===== src/rtl/ppq_pkg.sv =====
package ppq_pkg;

	// fixed widths of the command and result fields
	localparam int CMD_W  = 2;
	localparam int PRIO_W = 8;
	localparam int TIME_W = 64;
	localparam int TAG_W  = 16;
	localparam int POS_W  = 4;
	localparam int HELD_W = 5;
	localparam int STAT_W = 2;

	localparam logic [CMD_W-1:0] CMD_INSERT = 2'd0;
	localparam logic [CMD_W-1:0] CMD_POP    = 2'd1;
	localparam logic [CMD_W-1:0] CMD_REMOVE = 2'd2;

	localparam logic [STAT_W-1:0] STAT_OK     = 2'd0;
	localparam logic [STAT_W-1:0] STAT_FULL   = 2'd1;
	localparam logic [STAT_W-1:0] STAT_EMPTY  = 2'd2;
	localparam logic [STAT_W-1:0] STAT_BADPOS = 2'd3;

endpackage


===== src/rtl/ppq_store.sv =====
module ppq_store #(
	parameter int DEPTH = 16,
	parameter int WIDTH = 88,
	parameter int AW    = 4
) (
	input  logic             clk,
	input  logic             wr_en,
	input  logic [AW-1:0]    wr_addr,
	input  logic [WIDTH-1:0] wr_data,
	input  logic [AW-1:0]    rd_addr,
	output logic [WIDTH-1:0] rd_data
);

	logic [WIDTH-1:0] mem [DEPTH];

	always_ff @(posedge clk) begin
		if (wr_en) begin
			mem[wr_addr] <= wr_data;
		end
	end

	always_ff @(posedge clk) begin
		rd_data <= mem[rd_addr];
	end

endmodule


===== src/rtl/ppq_cmp.sv =====
module ppq_cmp #(
	parameter int PB = 8,
	parameter int TB = 64
) (
	input  logic [PB-1:0] cand_prio,
	input  logic [TB-1:0] cand_time,
	input  logic [PB-1:0] best_prio,
	input  logic [TB-1:0] best_time,
	output logic          better
);

	// strict: on a full tie the earlier position keeps the lead
	assign better = (cand_prio > best_prio) ||
		((cand_prio == best_prio) && (cand_time < best_time));

endmodule


===== src/rtl/priority_pick_queue.sv =====
// channel   | ports                                                 | handshake
// ----------+-------------------------------------------------------+-----------------------
// command   | cmd priority_req time_key entry_tag entry_position    | start && !busy
// result    | status out_priority out_time_key out_tag out_position | done, one cycle
//           | entries_held                                          |
//
// Insert and rejected commands pass from accept through the decode state to done.
// Pop reads one held entry per cycle through the single store read port, then
// shifts later entries down one per cycle.
// Remove reads only the entry at its position, then shifts later entries down the same way.
// arst_n clears the count and sequencer; store contents are left as they are.
// busy stays high from accept until the done beat; results cannot be stalled.
module priority_pick_queue
	import ppq_pkg::*;
#(
	parameter int CAPACITY      = 16,
	parameter int PRIORITY_BITS = 8,
	parameter int TIME_BITS     = 64
) (
	input  logic              clk,
	input  logic              arst_n,
	input  logic              start,
	output logic              busy,
	input  logic [CMD_W-1:0]  cmd,
	input  logic [PRIO_W-1:0] priority_req,
	input  logic [TIME_W-1:0] time_key,
	input  logic [TAG_W-1:0]  entry_tag,
	input  logic [POS_W-1:0]  entry_position,
	output logic              done,
	output logic [STAT_W-1:0] status,
	output logic [PRIO_W-1:0] out_priority,
	output logic [TIME_W-1:0] out_time_key,
	output logic [TAG_W-1:0]  out_tag,
	output logic [POS_W-1:0]  out_position,
	output logic [HELD_W-1:0] entries_held
);

	localparam int IDX_W = $clog2(CAPACITY);
	localparam int CNT_W = $clog2(CAPACITY + 1);
	localparam int CMP_W = (CNT_W > POS_W) ? CNT_W : POS_W;
	localparam int EW    = PRIORITY_BITS + TIME_BITS + TAG_W;

	localparam logic [1:0] ST_IDLE   = 2'd0;
	localparam logic [1:0] ST_DECODE = 2'd1;
	localparam logic [1:0] ST_SCAN   = 2'd2;
	localparam logic [1:0] ST_SHIFT  = 2'd3;

	logic [1:0]         st_q;
	logic [CNT_W-1:0]   count_q;
	logic               done_q;
	logic [CMD_W-1:0]   cmd_q;
	logic [POS_W-1:0]   pos_q;
	logic [EW-1:0]      ent_q;
	logic [EW-1:0]      best_q;
	logic [IDX_W-1:0]   bpos_q;
	logic [IDX_W-1:0]   cur_q;
	logic [IDX_W-1:0]   sh_q;
	logic [STAT_W-1:0]  status_q;
	logic [EW-1:0]      oent_q;
	logic [IDX_W-1:0]   opos_q;

	logic               wr_en;
	logic [IDX_W-1:0]   wr_addr;
	logic [EW-1:0]      wr_data;
	logic [IDX_W-1:0]   rd_addr;
	logic [EW-1:0]      rd_data;

	logic               better;
	logic               is_rem;
	logic               take;
	logic               scan_fin;
	logic               is_full;
	logic               pos_ok;
	logic [IDX_W-1:0]   last_idx;
	logic [IDX_W-1:0]   sh_next;
	logic [EW-1:0]      sel_entry;
	logic [IDX_W-1:0]   sel_pos;

	ppq_store #(
		.DEPTH (CAPACITY),
		.WIDTH (EW),
		.AW    (IDX_W)
	) u_store (
		.clk     (clk),
		.wr_en   (wr_en),
		.wr_addr (wr_addr),
		.wr_data (wr_data),
		.rd_addr (rd_addr),
		.rd_data (rd_data)
	);

	ppq_cmp #(
		.PB (PRIORITY_BITS),
		.TB (TIME_BITS)
	) u_cmp (
		.cand_prio (rd_data[EW-1 -: PRIORITY_BITS]),
		.cand_time (rd_data[TAG_W +: TIME_BITS]),
		.best_prio (best_q[EW-1 -: PRIORITY_BITS]),
		.best_time (best_q[TAG_W +: TIME_BITS]),
		.better    (better)
	);

	assign is_rem    = (cmd_q == CMD_REMOVE);
	assign is_full   = (count_q == CNT_W'(CAPACITY));
	assign pos_ok    = (CMP_W'(pos_q) < CMP_W'(count_q));
	assign last_idx  = IDX_W'(count_q - 1'b1);
	assign take      = is_rem || (cur_q == '0) || better;
	assign sel_entry = take ? rd_data : best_q;
	assign sel_pos   = take ? cur_q : bpos_q;
	assign scan_fin  = is_rem || (cur_q == last_idx);
	assign sh_next   = IDX_W'(sh_q + 1'b1);

	// store port steering
	always_comb begin
		wr_en   = 1'b0;
		wr_addr = sh_q;
		wr_data = rd_data;
		rd_addr = cur_q;
		unique case (st_q)
			ST_IDLE: begin
			end
			ST_DECODE: begin
				if (cmd_q == CMD_INSERT && !is_full) begin
					wr_en   = 1'b1;
					wr_addr = IDX_W'(count_q);
					wr_data = ent_q;
				end
				rd_addr = is_rem ? IDX_W'(pos_q) : '0;
			end
			ST_SCAN: begin
				rd_addr = scan_fin ? IDX_W'(sel_pos + 1'b1) : IDX_W'(cur_q + 1'b1);
			end
			ST_SHIFT: begin
				// entry at sh_q+1 arrives now and drops one place
				wr_en   = 1'b1;
				wr_addr = sh_q;
				wr_data = rd_data;
				rd_addr = IDX_W'(sh_q + 2'd2);
			end
			default: begin
			end
		endcase
	end

	always_ff @(posedge clk or negedge arst_n) begin
		if (!arst_n) begin
			st_q    <= ST_IDLE;
			count_q <= '0;
			done_q  <= 1'b0;
		end else begin
			done_q <= 1'b0;
			unique case (st_q)
				ST_IDLE: begin
					if (start) begin
						st_q <= ST_DECODE;
					end
				end
				ST_DECODE: begin
					unique case (cmd_q)
						CMD_INSERT: begin
							if (!is_full) begin
								count_q <= count_q + 1'b1;
							end
							st_q   <= ST_IDLE;
							done_q <= 1'b1;
						end
						CMD_POP: begin
							if (count_q == '0) begin
								st_q   <= ST_IDLE;
								done_q <= 1'b1;
							end else begin
								st_q <= ST_SCAN;
							end
						end
						CMD_REMOVE: begin
							if (!pos_ok) begin
								st_q   <= ST_IDLE;
								done_q <= 1'b1;
							end else begin
								st_q <= ST_SCAN;
							end
						end
						default: begin
							st_q   <= ST_IDLE;
							done_q <= 1'b1;
						end
					endcase
				end
				ST_SCAN: begin
					if (scan_fin) begin
						if (sel_pos == last_idx) begin
							count_q <= count_q - 1'b1;
							st_q    <= ST_IDLE;
							done_q  <= 1'b1;
						end else begin
							st_q <= ST_SHIFT;
						end
					end
				end
				ST_SHIFT: begin
					if (sh_next == last_idx) begin
						count_q <= count_q - 1'b1;
						st_q    <= ST_IDLE;
						done_q  <= 1'b1;
					end
				end
				default: begin
					st_q <= ST_IDLE;
				end
			endcase
		end
	end

	// payload and sequencing registers, no reset needed
	always_ff @(posedge clk) begin
		unique case (st_q)
			ST_IDLE: begin
				if (start) begin
					cmd_q <= cmd;
					pos_q <= entry_position;
					ent_q <= {PRIORITY_BITS'(priority_req), TIME_BITS'(time_key), entry_tag};
				end
			end
			ST_DECODE: begin
				status_q <= STAT_OK;
				oent_q   <= '0;
				opos_q   <= '0;
				cur_q    <= is_rem ? IDX_W'(pos_q) : '0;
				unique case (cmd_q)
					CMD_INSERT: begin
						if (is_full) begin
							status_q <= STAT_FULL;
						end
					end
					CMD_POP: begin
						if (count_q == '0) begin
							status_q <= STAT_EMPTY;
						end
					end
					CMD_REMOVE: begin
						if (!pos_ok) begin
							status_q <= STAT_BADPOS;
						end
					end
					default: begin
					end
				endcase
			end
			ST_SCAN: begin
				best_q <= sel_entry;
				bpos_q <= sel_pos;
				cur_q  <= IDX_W'(cur_q + 1'b1);
				if (scan_fin) begin
					oent_q <= sel_entry;
					opos_q <= sel_pos;
					sh_q   <= sel_pos;
				end
			end
			ST_SHIFT: begin
				sh_q <= sh_next;
			end
			default: begin
			end
		endcase
	end

	assign busy         = (st_q != ST_IDLE);
	assign done         = done_q;
	assign status       = status_q;
	assign out_priority = PRIO_W'(oent_q[EW-1 -: PRIORITY_BITS]);
	assign out_time_key = TIME_W'(oent_q[TAG_W +: TIME_BITS]);
	assign out_tag      = oent_q[TAG_W-1:0];
	assign out_position = POS_W'(opos_q);
	assign entries_held = HELD_W'(count_q);

	a_count_bound: assert property (@(posedge clk) disable iff (!arst_n)
		CNT_W'(CAPACITY) >= count_q)
		else $error("held count above capacity");

	a_empty_count: assert property (@(posedge clk) disable iff (!arst_n)
		(done_q && status_q == STAT_EMPTY) |-> (count_q == '0))
		else $error("empty flagged with entries held");

	a_full_count: assert property (@(posedge clk) disable iff (!arst_n)
		(done_q && status_q == STAT_FULL) |-> (count_q == CNT_W'(CAPACITY)))
		else $error("full flagged below capacity");

	a_shift_range: assert property (@(posedge clk) disable iff (!arst_n)
		(st_q == ST_SHIFT) |-> (CNT_W'(sh_q) + 1'b1 < count_q))
		else $error("shift source beyond held entries");

	a_done_idle: assert property (@(posedge clk) disable iff (!arst_n)
		done_q |-> (st_q == ST_IDLE && $past(st_q) != ST_IDLE))
		else $error("done beat outside command completion");

endmodule


===== config.mk =====
export PLATFORM = sky130hd
export DESIGN_NAME = priority_pick_queue
export DESIGN_NICKNAME = d
export VERILOG_FILES = /design/src/rtl/ppq_pkg.sv /design/src/rtl/ppq_store.sv /design/src/rtl/ppq_cmp.sv /design/src/rtl/priority_pick_queue.sv
export SDC_FILE = /design/constraint.sdc
export NUM_CORES = 2
export LEC_CHECK = 0
export ABC_CLOCK_PERIOD_IN_PS = 9900
export BUFFER_PORTS_ARGS = -buffer_cell sky130_fd_sc_hd__buf_2
export CORE_MARGIN = 4
export CORE_UTILIZATION = 50
export CTS_CLUSTER_DIAMETER = 120
export DETAILED_ROUTE_END_ITERATION = 6
export GPL_ROUTABILITY_DRIVEN = 0
export PLACE_DENSITY = 0.66
export SETUP_SLACK_MARGIN = 0.02
export SYNTH_ARGS = -nofsm -noshare
export SYNTH_HDL_FRONTEND = slang
export SYNTH_SLANG_ARGS = --single-unit

===== constraint.sdc =====
create_clock -name clk -period 9.9 [get_ports clk]
set_input_delay 0.495 -clock clk [delete_from_list [all_inputs] [get_ports clk]]
set_output_delay 0.495 -clock clk [all_outputs]
set_load 0.1 [all_outputs]

==> impl_summary.md <==
Synthesis
The sequential share of the synthesized area is 76.4%. The summed instance area of the synthesized netlist is 69200 µm². Averaged over all synthesized cells, the footprint is 20.2 µm².

The count of mapped cells out of synthesis is 3432. In the synthesized netlist the async set-or-reset flop fraction comes to 0.446%. The most used flip-flop cell after synthesis is edfxtp_1.

The flip-flop and latch count after synthesis is 1792. Ranked by instance count, the synthesized netlist is headed by edfxtp_1 (1696), mux4_2 (352), nand2_1 (208), a22oi_1 (177), mux2_2 (107). Among all cell types in the netlist, the one instantiated most often is edfxtp_1. Of all cell types, the one taking the most synthesized area is edfxtp_1.

The number of flops mapped to enable cells by yosys is 1696. The number of different library cells used by synthesis comes to 64. Yosys attributes the largest share of cell area to edfxtp_1 (74%), mux4_2 (11%), dfxtp_1 (2.5%), a22oi_1 (1.9%), mux2_2 (1.7%). The area share of the largest cell type after synthesis is 73.6%.

The post-synthesis net count is 3619. The Yosys warning count is 0.

Pwr
The cell area power density is 360 nW/µm². The analysis attributes to cell leakage a power of 26.4 nW. The fraction of power consumed by the clock network is 23.4%.

Across the VDD grid, the largest voltage drop is 0.584 mV. The internal power component is 18.0 mW. The switching power is 10.4 mW.

Of the total power, combinational logic draws 37.7%. The portion of total power attributed to sequential cells is 38.9%. Net switching is 36.6% of the power.

Final layout
Summing all non-filler instances in the final layout gives an area of 79100 µm². The register cell area after layout is 52900 µm². The area growth from synthesis to final layout is 14.3%. The footprint of the multi-input gates is 15200 µm². The final cell count without fillers is 5743. The fraction of final layout cells with drive strength greater than 1 is 26.0%. The fill cell instance count of the final layout is 10000. After the last flow step, the layout net total stands at 3981.

Floorplan
The starting utilization of the core area is 50.3%. The chip width is 380 µm. The vertical extent of the die is 380 µm. The floorplan step defined a core boundary enclosing 137000 µm². After floorplanning, the core was divided into 136 placement rows. The full die area is 144000 µm². In this run the count of I/O pins placed on the die edge is 198.

STA
On the final layout, the worst clock skew is 0.0400 ns. Setup violations remaining at the end of the flow were counted as 0. The count of endpoints failing hold in the final timing report is 0. The final number of max-transition violations is 0.

Setup total negative slack on the finished layout was measured at 0 ns. The relative slew slack is 11.8%. The slew of the pin with the lowest slew margin is 1.31 ns. Counting I/O delays and the setup requirement, the final critical path takes 7.14 ns. The peak clock frequency supported by timing is 140 MHz.

Setup repair after global routing left no endpoint under its margin. Of the available clock period, the critical path in the final layout requires 72.1%.

Setup path
The critical path startpoint is u_store.rd_data[80]. The signal on the critical path passes through inv_1 > ha_1 > nand4_1 > a2111oi_1 > o2111ai_1 > a211oi_2 > a21o_4 > mux2i_1 > inv_1 > ha_1 > mux2_1 > a222oi_1 > o21ai_4 > buf_12 > mux4_2 > a22oi_1 > nand2_1. The critical path contains buffers and inverters numbering 3 combined. STA classifies the critical path endpoint as a flop. The peak per-stage delay on the critical path is 0.71 ns.

The worst setup path is of the reg -> reg kind. The startpoint identified for the worst register-to-register timing path is u_store.rd_data[80]. STA puts the critical path data arrival time at 7.82 ns. The length in cells of the worst reg-to-reg path is 17.

The required time of the worst setup path is 10.58 ns. The peak fanout along the critical path is 90. The worst setup slack for register-to-register paths is 2.76 ns. The worst register-to-register path ends at u_store.rd_data[8]. The category of cells accounting for the largest share of critical-path delay is compound AO/OA/AOI/OAI gates. The highest-delay cell along the critical path is o21ai_4. The startpoint kind of the worst setup timing path is a flop.

Placement
The number of buffer cells added on primary ports is 197. The cell count after placement is 5312. The standard cell area after detailed placement is 72300 µm². Once detailed placement completed, the half-perimeter wirelength came to 80600 µm.

Min path
The min-delay analysis places its worst path in the category in -> async.

Detailed routing
Across all layers, the routed design uses 34500 vias. For this block, the routed nets add up to 162000 µm of wire. The routed wirelength normalized by instance count is 28.3 µm. The number of vias per cell after detailed routing is 6.00.

After detailed routing, the number of remaining DRC violations is 0. For this block, the initial DRC count from the detailed router was 3672. The detail route stage leaves a number of antenna-violating nets equal to 0. The length of the first detailed-routing pass in iterations is 5.

GRT
The global-route wire length before repair is 238000 µm. Entering global routing, the biggest net connects 138 pins. The number of antenna violations at the first check in global routing came to 7. After global routing the overflow that remains totals 0. In the global route stage, overall resource usage came out at 22.5%. The via count of the first global-routing pass is 34900.

Clocking
The post-cts sizing count is 0. The clock slew seen by the registers of the worst setup and hold paths is 0.06 ns. In this run the deepest clock path goes through 3 buffers. The TritonCTS clock tree is yes. The number of buffers added by the clock tree synthesis step is 179. The clock tree root driver cell is clkbuf_16. The H-tree depth is 4. Counting every sink on the clock net gives 1792. The clock reaches the later pin of the worst-skew pair after 0.81 ns.

Outcome
The run finished with clean final reports.

Run
The number of max-capacitance violations reported is 0.
## sequential cells by signal, indices dropped and copies added, names as in the netlist
| signal | cells |
|---|---|
| done | 1 |
| ent_q | 88 |
| out_position | 4 |
| st_q | 2 |
| bpos_q | 4 |
| best_q | 88 |
| entries_held | 5 |
| oent_q | 88 |
| pos_q | 4 |
| status | 2 |
| u_store.rd_data | 88 |
| cur_q | 4 |
| cmd_q | 2 |
| sh_q | 4 |
| u_store.mem | 1408 |
## power groups by stage
stage | Sequential [mW] | Clock (mW) | Combinational, mW
final | 11.1 | 6.65 | 10.7
after floorplan | 12.5 | 0 | 6.71
after CTS | 11.1 | 6.78 | 10.9
after detailed placement | 11.2 | 0 | 10.8
after global routing | 11.2 | 7.12 | 11.6
after global placement | 11.2 | 0 | 10.7
## stage by stage
| stage | worst slack, ns | utilization [%] | power (mW) | hold WS [ns] |
|---|---|---|---|---|
| 6_report | 2.76 | 57.5 | 28.5 | 0.0855 |
| 5_1_grt | 2.24 | 57.5 | 29.9 | 0.0613 |
| 3_5_place_dp | 2.76 | 52.6 | 22.0 | 0.360 |
| 2_1_floorplan | 2.99 | - | 19.2 | 0.199 |
| 4_1_cts | 2.72 | 57.5 | 28.7 | 0.00322 |
| 3_3_place_gp | 2.84 | 52.6 | 21.9 | 0.359 |
## area by class of cell
type,instances,share of cell area (%)
antenna,1,0.00317
clock buffer,236,6.21
timing repair buffer,350,3.24
sequential,1792,66.9
clock inverter,99,1.14
tap,1794,2.84
inverter,96,0.456
multi-input combinational,1375,19.2
## how the worst max path moves through the flow
stage	end	slack (ns)	cells after the start
6_report	u_store.rd_data[8]	2.76	17
5_1_grt	u_store.rd_data[16]	2.24	17
4_1_cts	u_store.rd_data[16]	2.72	17
3_5_place_dp	u_store.rd_data[70]	2.76	17
3_3_place_gp	u_store.rd_data[70]	2.84	17
2_1_floorplan	u_store.mem[4][0]	2.99	10
## cell usage in the layout, fill, tap and decap left out, types with 90 or more instances in the layout
| cell | count |
|---|---|
| nand2_1 | 208 |
| inv_1 | 94 |
| a22oi_1 | 177 |
| dlygate4sd3_1 | 95 |
| clkbuf_16 | 184 |
| mux4_2 | 352 |
| and2_1 | 90 |
| mux2_2 | 107 |
| buf_2 | 197 |
| edfxtp_1 | 1696 |
| o21ai_0 | 101 |
## cells by family (layout without fill, tap and decap cells)
group                      after synthesis  in the layout  synth area share [%]
AOI/OAI and AO/OA                      379            379                  3.65
muxes                                  464            464                  13.3
DFF                                   1792           1792                  76.4
other                                    0              1                     0
xor gates and xnor gates                22             22                 0.278
buffers and inverters                  265            781                  1.91
adders and majority gates               90             90                  1.63
and+or+nand+nor                        420            420                  2.83
## metal layers
metal  GRT usage (%)  wire length (µm)
met3            4.66             13900
met2            36.4             79000
met5               0                26
met1            31.7             65900
met4            5.78              3520
## timing repair
item / 4_1_cts / 5_1_grt
hold buffers: 95 / 0
hold endpoints to repair: 102 / 0
buffers inserted: 0 / 0
Note: power is estimated with default switching activity, not from simulation.
